===== config.mk =====
export PLATFORM = sky130hd
export DESIGN_NAME = bounded_fifo_with_dump
export DESIGN_NICKNAME = d
export VERILOG_FILES = /design/src/design/bfd_pkg.sv /design/src/design/bounded_fifo_with_dump.sv
export SDC_FILE = /design/constraint.sdc
export NUM_CORES = 2
export LEC_CHECK = 0
export BUFFER_PORTS_ARGS = -buffer_cell sky130_fd_sc_hd__buf_2
export CAP_MARGIN = 20
export CORE_MARGIN = 1
export CORE_UTILIZATION = 39
export DETAILED_ROUTE_END_ITERATION = 6
export GPL_TIMING_DRIVEN = 0
export PLACE_DENSITY_LB_ADDON = 0.25
export SLEW_MARGIN = 20
export SYNTH_ARGS = -nofsm -noshare
export SYNTH_HDL_FRONTEND = slang
export SYNTH_SLANG_ARGS = --single-unit

===== constraint.sdc =====
create_clock -name clk_i -period 11.4 [get_ports clk_i]
set_clock_uncertainty 0.15 [all_clocks]
set_input_delay 0.57 -clock clk_i [delete_from_list [all_inputs] [get_ports clk_i]]
set_output_delay 0.57 -clock clk_i [all_outputs]
set_load 0.05 [all_outputs]

===== src/design/bfd_pkg.sv =====
// Package for the bounded FIFO with contents dump.
// Holds request and result types, status and request codes, sequencer states.
// No dependencies.
package bfd_pkg;

  localparam int unsigned DataW    = 32;
  localparam int unsigned CapW     = 7;
  localparam int unsigned SizeW    = 7;
  localparam int unsigned DepthDef = 64;

  localparam logic [CapW-1:0] CapReset = 7'd64;

  localparam logic       ReqEnq = 1'b0;
  localparam logic       ReqDeq = 1'b1;

  localparam logic [1:0] StElem     = 2'd0;
  localparam logic [1:0] StEmpty    = 2'd1;
  localparam logic [1:0] StOverflow = 2'd2;

  typedef enum logic {
    S_IDLE,
    S_LIST
  } state_e;

  typedef struct packed {
    logic                    req_type;
    logic signed [DataW-1:0] value;
  } req_t;

  typedef struct packed {
    logic [1:0]              status;
    logic [SizeW-1:0]        size;
    logic signed [DataW-1:0] element;
    logic                    last;
  } rsp_t;

  typedef struct packed {
    logic [1:0]       status;
    logic [SizeW-1:0] size;
    logic             last;
  } rsp_meta_t;

endpackage


===== src/design/bounded_fifo_with_dump.sv =====
// An overflow or empty result is registered straight from the accepted request. A listing
// request moves the sequencer to S_LIST, which reads the slot memory through one read port,
// one element per cycle while the result side is ready; no request is taken during a listing.
// Reset (rst_ni low, async): queue empty, head at zero, capacity 64, no result.
// Slot memory is not cleared; only written slots are ever listed. Depends on bfd_pkg.
module bounded_fifo_with_dump
  import bfd_pkg::*;
#(
  parameter int unsigned DEPTH = DepthDef
) (
  input  logic            clk_i,
  input  logic            rst_ni,
  input  logic            in_valid_i,
  output logic            in_ready_o,
  input  req_t            in_i,
  output logic            out_valid_o,
  input  logic            out_ready_i,
  output rsp_t            out_o,
  input  logic            cfg_we_i,
  input  logic [CapW-1:0] cfg_wdata_i
);

  localparam int unsigned PtrW = (DEPTH > 1) ? $clog2(DEPTH) : 1;
  localparam int unsigned CntW = $clog2(DEPTH + 1);
  localparam int unsigned SumW = PtrW + 1;
  localparam int unsigned LimW = (CntW > CapW) ? CntW : CapW;

  logic [DataW-1:0] mem [DEPTH];

  state_e            state_q, state_d;
  logic [PtrW-1:0]   head_q, head_d;
  logic [CntW-1:0]   count_q, count_d;
  logic [PtrW-1:0]   list_ptr_q, list_ptr_d;
  logic [CntW-1:0]   list_idx_q, list_idx_d;
  logic [CapW-1:0]   cap_q;
  logic              out_valid_q, out_valid_d;
  rsp_meta_t         meta_q, meta_d;
  logic [DataW-1:0]  elem_q;

  logic              in_fire, out_free, full, list_last;
  logic              mem_we, rd_en, elem_clr;
  logic [LimW-1:0]   cap_ext, depth_ext, limit;
  logic [SumW-1:0]   wr_sum;
  logic [PtrW-1:0]   wr_addr, head_next, list_ptr_next;

  function automatic logic [PtrW-1:0] ptr_inc(input logic [PtrW-1:0] p);
    ptr_inc = (p == PtrW'(DEPTH - 1)) ? '0 : p + PtrW'(1);
  endfunction

  assign out_free   = !out_valid_q || out_ready_i;
  assign in_ready_o = (state_q == S_IDLE) && out_free;
  assign in_fire    = in_valid_i && in_ready_o;

  assign cap_ext   = LimW'(cap_q);
  assign depth_ext = LimW'(DEPTH);
  assign limit     = (cap_ext < depth_ext) ? cap_ext : depth_ext;
  assign full      = LimW'(count_q) >= limit;

  assign wr_sum  = SumW'(head_q) + SumW'(count_q);
  assign wr_addr = (wr_sum >= SumW'(DEPTH)) ? PtrW'(wr_sum - SumW'(DEPTH)) : PtrW'(wr_sum);

  assign head_next     = ptr_inc(head_q);
  assign list_ptr_next = ptr_inc(list_ptr_q);
  assign list_last     = (list_idx_q + CntW'(1)) == count_q;

  always_comb begin
    state_d     = state_q;
    head_d      = head_q;
    count_d     = count_q;
    list_ptr_d  = list_ptr_q;
    list_idx_d  = list_idx_q;
    out_valid_d = out_valid_q && !out_ready_i;
    meta_d      = meta_q;
    mem_we      = 1'b0;
    rd_en       = 1'b0;
    elem_clr    = 1'b0;
    case (state_q)
      S_IDLE: begin
        if (in_fire) begin
          if (in_i.req_type == ReqEnq) begin
            if (full) begin
              meta_d      = '{status: StOverflow, size: SizeW'(count_q), last: 1'b1};
              out_valid_d = 1'b1;
              elem_clr    = 1'b1;
            end else begin
              mem_we     = 1'b1;
              count_d    = count_q + CntW'(1);
              list_ptr_d = head_q;
              list_idx_d = '0;
              state_d    = S_LIST;
            end
          end else begin
            if (count_q == '0) begin
              meta_d      = '{status: StEmpty, size: '0, last: 1'b1};
              out_valid_d = 1'b1;
              elem_clr    = 1'b1;
            end else begin
              head_d  = head_next;
              count_d = count_q - CntW'(1);
              if (count_q == CntW'(1)) begin
                meta_d      = '{status: StEmpty, size: '0, last: 1'b1};
                out_valid_d = 1'b1;
                elem_clr    = 1'b1;
              end else begin
                list_ptr_d = head_next;
                list_idx_d = '0;
                state_d    = S_LIST;
              end
            end
          end
        end
      end
      S_LIST: begin
        if (out_free) begin
          rd_en       = 1'b1;
          meta_d      = '{status: StElem, size: SizeW'(count_q), last: list_last};
          out_valid_d = 1'b1;
          list_ptr_d  = list_ptr_next;
          list_idx_d  = list_idx_q + CntW'(1);
          if (list_last) begin
            state_d = S_IDLE;
          end
        end
      end
      default: begin
        state_d = S_IDLE;
      end
    endcase
  end

  always_ff @(posedge clk_i or negedge rst_ni) begin
    if (!rst_ni) begin
      state_q     <= S_IDLE;
      head_q      <= '0;
      count_q     <= '0;
      list_ptr_q  <= '0;
      list_idx_q  <= '0;
      cap_q       <= CapReset;
      out_valid_q <= 1'b0;
    end else begin
      state_q     <= state_d;
      head_q      <= head_d;
      count_q     <= count_d;
      list_ptr_q  <= list_ptr_d;
      list_idx_q  <= list_idx_d;
      out_valid_q <= out_valid_d;
      if (cfg_we_i) begin
        cap_q <= cfg_wdata_i;
      end
    end
  end

  always_ff @(posedge clk_i) begin
    meta_q <= meta_d;
    if (mem_we) begin
      mem[wr_addr] <= in_i.value;
    end
    if (rd_en) begin
      elem_q <= mem[list_ptr_q];
    end else if (elem_clr) begin
      elem_q <= '0;
    end
  end

  assign out_valid_o = out_valid_q;
  assign out_o       = '{status:  meta_q.status,
                         size:    meta_q.size,
                         element: elem_q,
                         last:    meta_q.last};

  assert property (@(posedge clk_i) disable iff (!rst_ni)
    count_q <= CntW'(DEPTH))
    else $error("count above depth");

  assert property (@(posedge clk_i) disable iff (!rst_ni)
    (state_q == S_LIST) |-> (list_idx_q < count_q))
    else $error("listing index past count");

  assert property (@(posedge clk_i) disable iff (!rst_ni)
    (state_q == S_IDLE && out_valid_q) |-> meta_q.last)
    else $error("held result in idle is not last");

  assert property (@(posedge clk_i) disable iff (!rst_ni)
    (in_fire && in_i.req_type == ReqEnq && !full) |=> (count_q == $past(count_q) + CntW'(1)))
    else $error("enqueue did not grow the queue");

  assert property (@(posedge clk_i) disable iff (!rst_ni)
    (in_fire && in_i.req_type == ReqEnq && full) |=> (count_q == $past(count_q)
      && out_valid_q && meta_q.status == StOverflow))
    else $error("overflow altered queue or gave no overflow result");

endmodule

Yosys cells after proc, flatten, opt, wreduce, memory -nomap -nowiden
Memories as Yosys holds them, arrays and structs flattened.
Cells that the tools add are included.

word-level totals
  register bits = 77
  RAM bits = 2048
  input bits = 45
  output and inout bits = 44
  word-level logic and storage cells = 107
  memories = 1

operators by class
  add/sub/neg operators = 7
  $lt $le $gt $ge = 3
  eq/ne operators = 13
  multiplexer cells = 58
  bitwise operators = 2
  reductions and logical operators = 12

memories
  memory  words  bits a word  rd ports  clocked after Yosys merged registers in  write ports  RTL line                      source
  mem     64     32           1         0                                        1            bounded_fifo_with_dump.sv:28  logic [DataW-1:0] mem [DEPTH];

operator list
  kind                                                       number
  2-to-1 mux 7 bit                                           10
  2-to-1 mux 32 bit                                          2
  2-to-1 mux 10 bit                                          6
  2-to-1 mux 6 bit                                           9
  2-to-1 mux 1 bit                                           26
  one-hot mux 10 bit (2 select lines)                        1
  adder 7 x 1 -> 7 bit (second input constant)               2
  one-hot mux 7 bit (2 select lines)                         1
  adder 6 x 1 -> 6 bit (second input constant)               2
  == test 6 bit (second input constant)                      2
  != test 3 bit (second input constant)                      4
  one-hot mux 6 bit (2 select lines)                         1
  AND reduction 4 bit                                        3
  adder 6 x 7 -> 7 bit                                       1
  == test 7 x 1 -> 1 bit (second input constant)             1
  == test 7 bit                                              1
  greater-or-equal comparator 7 bit                          1
  greater-or-equal comparator 7 bit (second input constant)  1
  logical NOT 7 bit                                          1
  < comparator 7 bit (second input constant)                 1
  subtractor 7 x 1 -> 7 bit (second input constant)          1
  != test 2 bit (second input constant)                      3
  subtractor 6 x 1 -> 6 bit (second input constant)          1
  AND reduction 5 bit                                        1
  8 further kinds                                            13

Longest topological paths before layout
  depth in word-level cells = 9
  mapped depth = 10
  depth with buffers taken out = 8

Worst setup path after synthesis
No wires, ideal clock.

  path type = flip-flop to flip-flop
  from = reg cap_q[6], in the netlist cap_ext[6]
  to = mem mem[0][0], enable pin
  setup time = 0.461 ns
  arrival time = 4.452 ns
  data required time = 10.789 ns
  setup slack = 6.337 ns
  cell stages (with the launch flop) = 9
  path buffers = 1
  clock period less this slack = 5.063 ns
  cells stage by stage = dfstp_2 > inv_1 > ha_1 > and4_1 > a2111oi_2 > o211a_1 > buf_4 > nand3b_1 > nor3_1

between the ends
  word-level cells in the longest chain between the ends = 9

RTL lines
  element                                     RTL line                       source
  start: declaration                          bounded_fifo_with_dump.sv:35   logic [CapW-1:0] cap_q;
  start signal: assignment                    bounded_fifo_with_dump.sv:138  cap_q <= CapReset;
  start signal: assignment                    bounded_fifo_with_dump.sv:148  cap_q <= cfg_wdata_i;
  < comparator 7 bit                          bounded_fifo_with_dump.sv:56   assign limit = (cap_ext < depth_ext) ? cap_ext : depth_ext;
  2-to-1 mux 7 bit (*)                        bounded_fifo_with_dump.sv:56
  greater-or-equal comparator 7 bit (*)       bounded_fifo_with_dump.sv:57   assign full = LimW'(count_q) >= limit;
  2-to-1 mux 1 bit (*)                        bounded_fifo_with_dump.sv:81   if (full) begin
  2-to-1 mux 1 bit (*)                        bounded_fifo_with_dump.sv:80   if (in_i.req_type == ReqEnq) begin
  2-to-1 mux 1 bit (*)                        bounded_fifo_with_dump.sv:79   if (in_fire) begin
  2-to-1 mux 1 bit (*)                        bounded_fifo_with_dump.sv:77   case (state_q)
  2-to-1 mux 1 bit (*)                        bounded_fifo_with_dump.sv:155  if (mem_we) begin
  2-to-1 mux 1 bit (not written as such) (*)  bounded_fifo_with_dump.sv:156  mem[wr_addr] <= in_i.value;
  end: declaration                            bounded_fifo_with_dump.sv:28

Mark *: on every way between the ends. The rest lies on a longest branch, timed or not.

Worst setup path in the final report
  from = reg count_q[0]
  to = mem mem[28][28], enable pin

between the ends
  word-level cells in the longest chain between the ends = 7
  elaborated cells on any way between the ends = 11
  classes of those cells = add/sub: 2; order compare: 2; mux: 7

RTL lines
  element                                                       RTL line                       source
  start: declaration                                            bounded_fifo_with_dump.sv:32   logic [CntW-1:0] count_q, count_d;
  start signal: assignment                                      bounded_fifo_with_dump.sv:143  count_q <= count_d;
  branches (longest 7 deep; another with adder 6 x 7 -> 7 bit)  n/a

Several ways; the timed one is not identified.

==> flow_metrics.env <==
export IMPL_outcome="completed"
export IMPL_ys_warn_count=0
export IMPL_avgSynthCellArea_sq_um=21.5
export IMPL_holdPathStages=1
export IMPL_vdd_drop_max_v=0.000174
export IMPL_path_clk_slew_ns=0.06
export IMPL_fin_ws_ns=6.24
export IMPL_maxCapViolCount=0
export IMPL_tns_ns=0
export IMPL_wl_um=243000
export IMPL_core_area_sq_mm=0.210
export IMPL_fmax_mhz=194
export IMPL_grt_use_total=0.230
export IMPL_worstMarginPinSlew_ns=1.23
export IMPL_cp_required_ns=11.80
export IMPL_start_kind="flip-flop"
export IMPL_synth_flop_cell="edfxtp_1"
export IMPL_powerDensity_mw_per_mm2=229
export IMPL_fin_nets=4534
export IMPL_h_tree_depth=4
export IMPL_min_period_ns=5.16
export IMPL_grt_antenna_before_repair=14
export IMPL_synth_distinct_cells=69
export IMPL_hpwl_um=170000
export IMPL_grt_max_degree=65
export IMPL_grt_overflow=0
export IMPL_area_growth_pct=17.3
export IMPL_finalMaxSlewViolations=0
export IMPL_drtAntennaViolNets=0
export IMPL_arrival_ns=5.57
export IMPL_end_kind="flip-flop"
export IMPL_dr_pass1_iters=5
export IMPL_die_w_um=461
export IMPL_rr_worst_depth=12
export IMPL_hp_class="input pin to flip-flop"
export IMPL_syn_area_sq_mm=0.0822
export IMPL_synthCells=3821
export IMPL_critPathMaxFanout=10
export IMPL_async_flop_share=0.0165
export IMPL_grt_pass1_wl_um=338000
export IMPL_setup_viol=0
export IMPL_viasPerCell=5.76
export IMPL_grt_pass1_vias=43100
export IMPL_synth_seq_cells=2125
export IMPL_drt_initial_drc_count=5806
export IMPL_cts_root_buf="clkbuf_16"
export IMPL_numCtsBuffers=214
export IMPL_dieArea_sq_mm=0.213
export IMPL_initial_core_util=0.392
export IMPL_post_route_period_util=0.453
export IMPL_relSlewSlack=0.179
export IMPL_cts_buffer_depth=3
export IMPL_gp_congestion=0.906
export IMPL_vias=42900
export IMPL_clk_latency_ns=0.86
export IMPL_cts_tree="built"
export IMPL_p_leak_uw=0.0310
export IMPL_crit_type="flip-flop to flip-flop"
export IMPL_wl_per_cell_um=32.6
export IMPL_num_fill_cells=17600
export IMPL_io_pins=89
export IMPL_hold_viol_final=0
export IMPL_ys_seq_area_frac=0.774
export IMPL_drc_errors=0
export IMPL_synth_nets=3886
export IMPL_portBuffers=87
export IMPL_clock_sinks=2125
export IMPL_rows=168
export IMPL_post_cts_setup_buffers=0
export IMPL_synth_edf_count=2090
export IMPL_rsz0062_at_grt="no"
export IMPL_drive_gt1_frac=0.299
export IMPL_final_core_utilization=0.460
export IMPL_place_ws_ns=6.32
export IMPL_chipHeight_um=461
[power breakdown]
part	internal [uW]	switching, uW
Sequential	8720	84.7
Clock	3830	3030
Combinational	2300	4160
Total	14800	7270
[cell families (layout without fill, tap and decap cells)]
| kind of cell | count (synthesis) | in the layout | synth area share |
|---|---|---|---|
| flip-flops | 2125 | 2125 | 0.774 |
| multiplexers | 642 | 642 | 0.147 |
| AO/OA/AOI/OAI | 401 | 401 | 0.0354 |
| AND/OR/NAND/NOR | 368 | 368 | 0.0229 |
| buffers and inverters | 240 | 1065 | 0.0143 |
| XOR/XNOR | 25 | 25 | 0.00266 |
| adder cells (fa/ha/maj) | 20 | 20 | 0.00314 |
| other | 0 | 5 | 0 |
[area by class of cell]
type	instances	area, sq um	share of cell area
Inverter	10	37.5	0.000389
Sequential cell	2125	63600	0.660
Clock buffer	261	5530	0.0574
Buffer	230	1140	0.0118
Clock inverter	132	1240	0.0129
Timing Repair Buffer	432	3520	0.0365
Tap cell	2805	3510	0.0364
Antenna cell	5	12.5	0.000130
Multi-Input combinational cell	1456	17800	0.184
[state kept, by name, summed over array words and instances, names as in the netlist]
signal	cells
list_idx_q	7
head_q	6
cap_ext	7
list_ptr_q	6
out_valid_o	1
count_q	7
mem	2048
out_o	10
elem_q	32
state_q	1
[cells in the final DEF (no fill, tap or decap), types with 14 or more instances in the layout]
cell type and count:
dfrtp_1 34, o22a_1 14, nor3_1 44, mux2_2 22, clkinv_2 37, a21oi_1 17, o221ai_1 26, o211ai_1 28
buf_2 129, mux4_2 451, ha_1 19, nand2_1 46, nor3_2 67, nor2b_1 62, xnor2_1 19, mux2i_1 166
bufinv_16 16, clkbuf_16 214, a211oi_1 69, o21ai_0 23, dlygate4sd3_1 18, o41ai_1 23, clkinv_1 53, clkbuf_1 146
o21a_1 15, edfxtp_1 2090, o22ai_1 108, buf_1 15, buf_4 311, a22oi_1 28, nor2_1 80, nand3_1 19
buf_6 81
[metal layers]
layer,vias to the layer above,part of all wire,GRT usage
li1,17500,-,-
met1,23000,0.41,0.315
met2,2130,0.47,0.359
met3,363,0.091,0.0540
met4,8,0.036,0.0788
met5,-,0.00020,0
[what timing repair did]
item,in CTS,in global routing
hold endpoints to repair,65,0
hold buffers,18,0
resized for setup,0,0
[critical path, cell delays in order (launching register included)]
cell,delay (ns)
dfrtp_1,0.56
inv_1,0.21
ha_1,0.32
nand2b_1,0.14
a211oi_1,0.47
o211a_1,0.43
buf_4,0.31
nand3b_1,0.46
nor3_2,0.78
buf_4,0.32
buf_4,0.23
buf_4,0.22
buf_4,0.22
[Yosys cell counts, types with 28 or more instances]
cell type	number	share of area
o41ai_1	29	0.0031
edfxtp_1	2090	0.76
dfrtp_1	34	0.010
nor2_1	80	0.0037
nand2_1	46	0.0021
mux2i_1	166	0.020
buf_2	69	0.0042
a211oi_1	69	0.0063
a22oi_1	28	0.0026
nor2b_1	62	0.0047
clkbuf_1	101	0.0046
o211ai_1	28	0.0026
o22ai_1	108	0.0082
nor3_1	111	0.0068
mux4_2	451	0.12
buf_4	36	0.0033
[metrics by stage]
step / power [uW] / instances / hold WS, ns / instance area, sq um
6_report: 22100 / 7456 / 0.0442 / 96400
5_1_grt: 22800 / 7451 / 0.0172 / 96400
4_1_cts: 22200 / 7449 / 0.00394 / 96400
3_5_place_dp: 15400 / 7038 / 0.343 / 89400
3_3_place_gp: 15300 / 6713 / 0.337 / 86100
2_1_floorplan: 12800 / 3821 / 0.124 / 82200
[final timing paths]
path                          startpoint             to  slack, ns
max                           count_q[0]    mem[28][28]       6.24
min                             in_i[13]    mem[46][13]       0.04
max reg2reg                   count_q[0]    mem[28][28]       6.24
min reg2reg                list_idx_q[6]  list_idx_q[6]       0.42
max in group asynchronous         rst_ni     count_q[1]      10.32
min in group asynchronous         rst_ni     cap_ext[5]       0.20
No activity file was read; power rests on OpenSTA's default activity.
